## config.mk

```make
export PLATFORM = sky130hd
export DESIGN_NAME = hvn_normalize
export DESIGN_NICKNAME = d
export VERILOG_FILES = /design/src/hdl/hvn_pkg.sv /design/src/hdl/hvn_normalize.sv
export SDC_FILE = /design/constraint.sdc
export NUM_CORES = 2
export LEC_CHECK = 0
export ABC_CLOCK_PERIOD_IN_PS = 11800
export BUFFER_PORTS_ARGS = -buffer_cell sky130_fd_sc_hd__buf_2
export CORE_UTILIZATION = 50
export DETAILED_ROUTE_END_ITERATION = 16
export GPL_TIMING_DRIVEN = 0
export PLACE_DENSITY = 0.64
export SYNTH_ARGS = -nofsm -noshare
export SYNTH_HDL_FRONTEND = slang
export SYNTH_SLANG_ARGS = --single-unit
```

## constraint.sdc

```tcl
create_clock -name clk -period 11.8 [get_ports clk]
set_input_delay 1.77 -clock clk [delete_from_list [all_inputs] [get_ports clk]]
set_output_delay 1.77 -clock clk [all_outputs]
set_load 0.05 [all_outputs]
```

## src/hdl/hvn_pkg.sv

```systemverilog
package hvn_pkg;

	localparam int HT_W = 8;
	localparam int DIM_W = 11;
	localparam int ROW_W = 10;
	localparam int COORD_W = 10;
	localparam int ROW_LIMIT = 1024;
	localparam int NV_W = 20;
	localparam int MAG_W = 19;
	localparam int MSQ_W = 2 * MAG_W;
	localparam int SUM_W = MSQ_W + 2;
	localparam int RSHIFT = 30;
	localparam int REF_W = MSQ_W + RSHIFT;
	localparam int ACC_W = 76;
	localparam int NBITS = 15;
	localparam int Q_W = 16;
	localparam int VS_W = 18;
	localparam int FACE_Y = 255;

	typedef logic signed [NV_W-1:0] nin_t;
	typedef logic signed [Q_W-1:0] qnorm_t;
	typedef logic signed [VS_W-1:0] vsum_t;

	typedef struct packed {
		logic busy;
		logic done;
	} norm_sts_t;

endpackage

```

## src/hdl/hvn_normalize.sv

```systemverilog
module hvn_normalize import hvn_pkg::*; (
	input logic clk,
	input logic arst_n,
	input logic start,
	input nin_t vec [3],
	output norm_sts_t sts,
	output qnorm_t res [3]
);

	typedef enum logic [2:0] {N_IDLE, N_SQ, N_SUM, N_INIT, N_ITER} nstate_t;

	nstate_t state_q;
	logic [1:0] k_q;
	logic [3:0] b_q;
	logic [MAG_W-1:0] mag_q [3];
	logic neg_q [3];
	logic [MSQ_W-1:0] msq_q [3];
	logic [SUM_W-1:0] s_q;
	logic [REF_W-1:0] r_q;
	logic signed [ACC_W-1:0] p_q;
	logic signed [ACC_W-1:0] q_q;
	logic [NBITS-1:0] n_q;
	logic done_q;
	qnorm_t res_q [3];

	logic signed [ACC_W-1:0] s_ext;
	logic signed [ACC_W-1:0] r_ext;
	logic signed [ACC_W-1:0] cand;
	logic [4:0] sh0;
	logic [4:0] sh1;
	logic [4:0] sh2;
	logic take;
	logic [NBITS-1:0] n_next;
	logic signed [NV_W:0] absv [3];

	always_comb begin
		s_ext = $signed({{(ACC_W-SUM_W){1'b0}}, s_q});
		r_ext = $signed({{(ACC_W-REF_W){1'b0}}, r_q});
		sh0 = 5'(b_q) + 5'd1;
		sh1 = 5'(b_q) + 5'd2;
		sh2 = {b_q, 1'b0} + 5'd2;
		cand = p_q + (q_q <<< sh1) + (s_ext <<< sh2);
		take = (cand <= r_ext);
		n_next = take ? (n_q | (NBITS'(1) << b_q)) : n_q;
		for (int c = 0; c < 3; c++) begin
			absv[c] = vec[c][NV_W-1] ? -$signed({vec[c][NV_W-1], vec[c]})
				: $signed({vec[c][NV_W-1], vec[c]});
		end
	end

	always_ff @(posedge clk or negedge arst_n) begin
		if (!arst_n) begin
			state_q <= N_IDLE;
			done_q <= 1'b0;
			k_q <= '0;
			b_q <= '0;
		end else begin
			unique case (state_q)
				N_IDLE: begin
					done_q <= 1'b0;
					if (start) begin
						for (int c = 0; c < 3; c++) begin
							mag_q[c] <= absv[c][MAG_W-1:0];
							neg_q[c] <= vec[c][NV_W-1];
						end
						k_q <= '0;
						state_q <= N_SQ;
					end
				end
				N_SQ: begin
					msq_q[k_q] <= mag_q[k_q] * mag_q[k_q];
					if (k_q == 2'd2) begin
						k_q <= '0;
						state_q <= N_SUM;
					end else begin
						k_q <= k_q + 2'd1;
					end
				end
				N_SUM: begin
					s_q <= SUM_W'(msq_q[0]) + SUM_W'(msq_q[1]) + SUM_W'(msq_q[2]);
					state_q <= N_INIT;
				end
				N_INIT: begin
					r_q <= {msq_q[k_q], {RSHIFT{1'b0}}};
					p_q <= s_ext;
					q_q <= -s_ext;
					n_q <= '0;
					b_q <= 4'(NBITS - 1);
					state_q <= N_ITER;
				end
				N_ITER: begin
					if (take) begin
						p_q <= cand;
						q_q <= q_q + (s_ext <<< sh0);
					end
					n_q <= n_next;
					if (b_q == 4'd0) begin
						res_q[k_q] <= neg_q[k_q] ? -$signed({1'b0, n_next})
							: $signed({1'b0, n_next});
						if (k_q == 2'd2) begin
							done_q <= 1'b1;
							state_q <= N_IDLE;
						end else begin
							k_q <= k_q + 2'd1;
							state_q <= N_INIT;
						end
					end else begin
						b_q <= b_q - 4'd1;
					end
				end
				default: state_q <= N_IDLE;
			endcase
		end
	end

	assign sts.busy = (state_q != N_IDLE);
	assign sts.done = done_q;
	assign res = res_q;

endmodule

```

==> results.yml <==
worst_setup_path:
  crit_path_max_incr_delay_ns: 0.52
  crit_path_top_delay_cell: "nor4_4"
  crit_start: "b_q[1]"
  cp.required_ns: 12.20
  worst_setup_path_start_kind: "register"
  rr_endpoint: "res[30]"
  reg2reg_slack_ns: 0.26
  r2r_start: "b_q[1]"
  worst_ep_arrival_time_ns: 11.94
  critPathMaxFanout: 11
  r2r_cells: 43
  worst-setup-path-type: "register to register"
  crit_path_end_kind: "register"
floorplan:
  fp.dieW_um: 324
  core_um2: 102000
  start_util_pct: 50.7
  fp-row-count: 117
  dieHeight_um: 324
  dieArea_um2: 105000
  num_io_pins: 113
timing:
  slew_headroom_pct: -0.833
  timing.final.crit_share_pct: 97.8
  setup_violations: 0
  slew_violations: 11
  hold_viol_final: 0
  rsz0062_at_grt: "no"
  fin_ws_ns: 0.259
  finalClockSkew_ns: 0.0314
  worst_pin_slew_ns: 1.51
  post-route-min-period_ns: 11.54
  max_freq_ghz: 0.0866
placement:
  hpwlAfterDp_mm: 161
  port_buffers: 112
  gp_congestion: 1.04
  place_ws_ns: -3.41
status:
  violations: "capacitance limit, slew limit"
  status: "finished with violations"
logic_synthesis:
  syn_inst: 5456
  synth_adder_area_share_pct: 22.6
  synth_top_family_by_area: "adder cells"
  synthArstFlopShare_pct: 1.96
  synth.distinct_cells: 91
  ys.flop_type: "edfxtp_1"
  synth_area_um2: 51900
  synth_top_area_share_pct: 28.9
  synth_area_leaders: "edfxtp_1 29%, fa_1 14%, ha_1 8.7%"
  synthesis.nets: 6239
  yosys.area_share.simple_pct: 14.1
  synth-edff-count: 500
  muxShareOfSynthArea_pct: 8.23
  syn_area_per_cell_um2: 9.52
  synth_seq_cells: 510
  ys_warn_count: 0
  synth_compound_area_share_pct: 15.7
  yosysSeqAreaShare_pct: 29.4
  synth-xor-area-share_pct: 4.91
  yosys.area.top_type: "edfxtp_1"
finish:
  nNetsFinal: 6427
  layout_commonest_cell: "nand2_1"
  final_cell_mix: "564 x nand2_1, 500 x edfxtp_1, 454 x nor2_1"
  n_fill_cell: 9226
  area_delta_synth_final_pct: 11.2
  drive_above_1_share_pct: 11.8
routing:
  drt_iter0_markers: 4938
  drt_wl_total_mm: 196
  viasPerCell: 6.30
  final_antenna_net_count: 0
  drc: 0
  via_count: 44534
  wl_per_cell_um: 27.8
  first_pass_iters: 7
hold_path:
  hold_path_class: "register to register"
  worstHoldEndpoint: "done_q"
  whs_path_depth: 2
  worstHoldStart: "done_q"
global_routing:
  grt-ovfl-total: 0
  grt_max_degree: 59
  antenna_found_initial: 8
  grt_pass1_wl_mm: 285
  grt_use_total_pct: 37.1
  first_global_vias: 43766
clocking:
  clk-insertion-delay-late_ns: 0.69
  cts_tree: "yes"
  clock-root-buffer: "clkbuf_16"
  cts-buffers-inserted: 59
  htree_levels: 2
  clockBufferDepth: 3
  ctsHoldBuffers: 0
  path_clk_slew_ns: 0.06
  clkSinkCount: 510
flow_run:
  max_cap_violations: 1
[metrics by stage]
step / TNS, ns / std cells / hold WS [ns] / instance area (um2) / util [%]
floorplan: 0 / 5456 / 0.464 / 52000 / -
global placement: -1493.64 / 6936 / 0.495 / 54300 / 53.0
detailed placement: -676.27 / 6949 / 0.497 / 54600 / 53.3
CTS: 0 / 7059 / 0.511 / 57000 / 55.7
global route: 0 / 7061 / 0.525 / 57700 / 56.4
finish: 0 / 7067 / 0.510 / 57700 / 56.4
[cells in the mapped netlist (27+ instances only)]
| cell type | instances |
|---|---|
| nand2_1 | 568 |
| edfxtp_1 | 500 |
| nor2_1 | 470 |
| inv_1 | 405 |
| o21ai_0 | 404 |
| a21oi_1 | 375 |
| fa_1 | 360 |
| ha_1 | 360 |
| clkbuf_1 | 240 |
| mux2i_1 | 184 |
| xnor2_1 | 164 |
| a21o_1 | 146 |
| xor2_1 | 127 |
| mux4_2 | 92 |
| nor3_1 | 77 |
| nand2b_1 | 76 |
| nand3_1 | 73 |
| and2_1 | 58 |
| nand4_1 | 57 |
| and3_1 | 50 |
| or3_1 | 49 |
| a31oi_1 | 44 |
| o21a_1 | 42 |
| buf_1 | 37 |
| o211ai_1 | 37 |
| o31ai_1 | 36 |
| a211oi_1 | 32 |
| mux2_2 | 32 |
| o21bai_1 | 32 |
| nor4_1 | 27 |
[how the worst max path moves through the flow]
stage | to | slack [ns]
4_1_cts | res[26] | 0.002
2_1_floorplan | p_q[0] | 0.002
5_1_grt | res[46] | 0.04
6_report | res[30] | 0.26
3_3_place_gp | p_q[50] | -8.55
3_5_place_dp | p_q[71] | -3.41
[flip-flops by register name, indices dropped and copies added (netlist names)]
| register | cells |
|---|---|
| msq_q | 148 |
| p_q | 76 |
| q_q | 76 |
| mag_q | 57 |
| res | 48 |
| s_q | 40 |
| r_q | 37 |
| n_q | 15 |
| b_q | 4 |
| neg_q | 3 |
| state_q | 3 |
| k_q | 2 |
| done_q | 1 |
[per-layer routing]
metal	share of wire (%)	track usage [%]	vias up	wire (um)
met5	0.024	0	-	48
met4	5.1	16.3	6	9970
met3	8.4	6.66	463	16500
met2	45	59.1	2193	89400
met1	41	49.6	22041	80500
li1	-	-	19831	-
[worst max-delay path, delay by kind of cell, from the launching register on]
family	cells	cell delay, ns
and+or+nand+nor	13	3.71
adders and majority gates	5	2.01
AOI/OAI and AO/OA	13	2.73
xor gates and xnor gates	2	0.36
buffers and inverters	10	1.99
DFF	1	0.37
[logic make-up after synthesis]
| logic type | Yosys count |
|---|---|
| xor gates and xnor gates | 291 |
| and+or+nand+nor | 1602 |
| muxes | 308 |
| AOI/OAI and AO/OA | 1325 |
| DFF | 510 |
| adders and majority gates | 720 |
| buffers and inverters | 700 |
[cell type report]
class	instances	area [um2]	area share, %
Buffer	266	1260	2.18
Tap cell	1368	1710	2.96
Sequential cell	510	15300	26.4
Antenna cell	7	17.5	0.0303
Multi-Input combinational cell	4247	35000	60.6
Timing Repair Buffer	149	1010	1.75
Clock inverter	46	443	0.767
Inverter	411	1550	2.68
Clock buffer	63	1490	2.58
[repair_timing]
action	in CTS	in global routing
gates resized for setup	142	236
pin swaps	11	20
setup endpoints to repair	215	194
cloned	1	0
hold endpoints to repair	0	0
buffers inserted	12	12
Power is not shown: default switching activity piles up to over one toggle a cycle in this logic, so the estimate is an artifact.
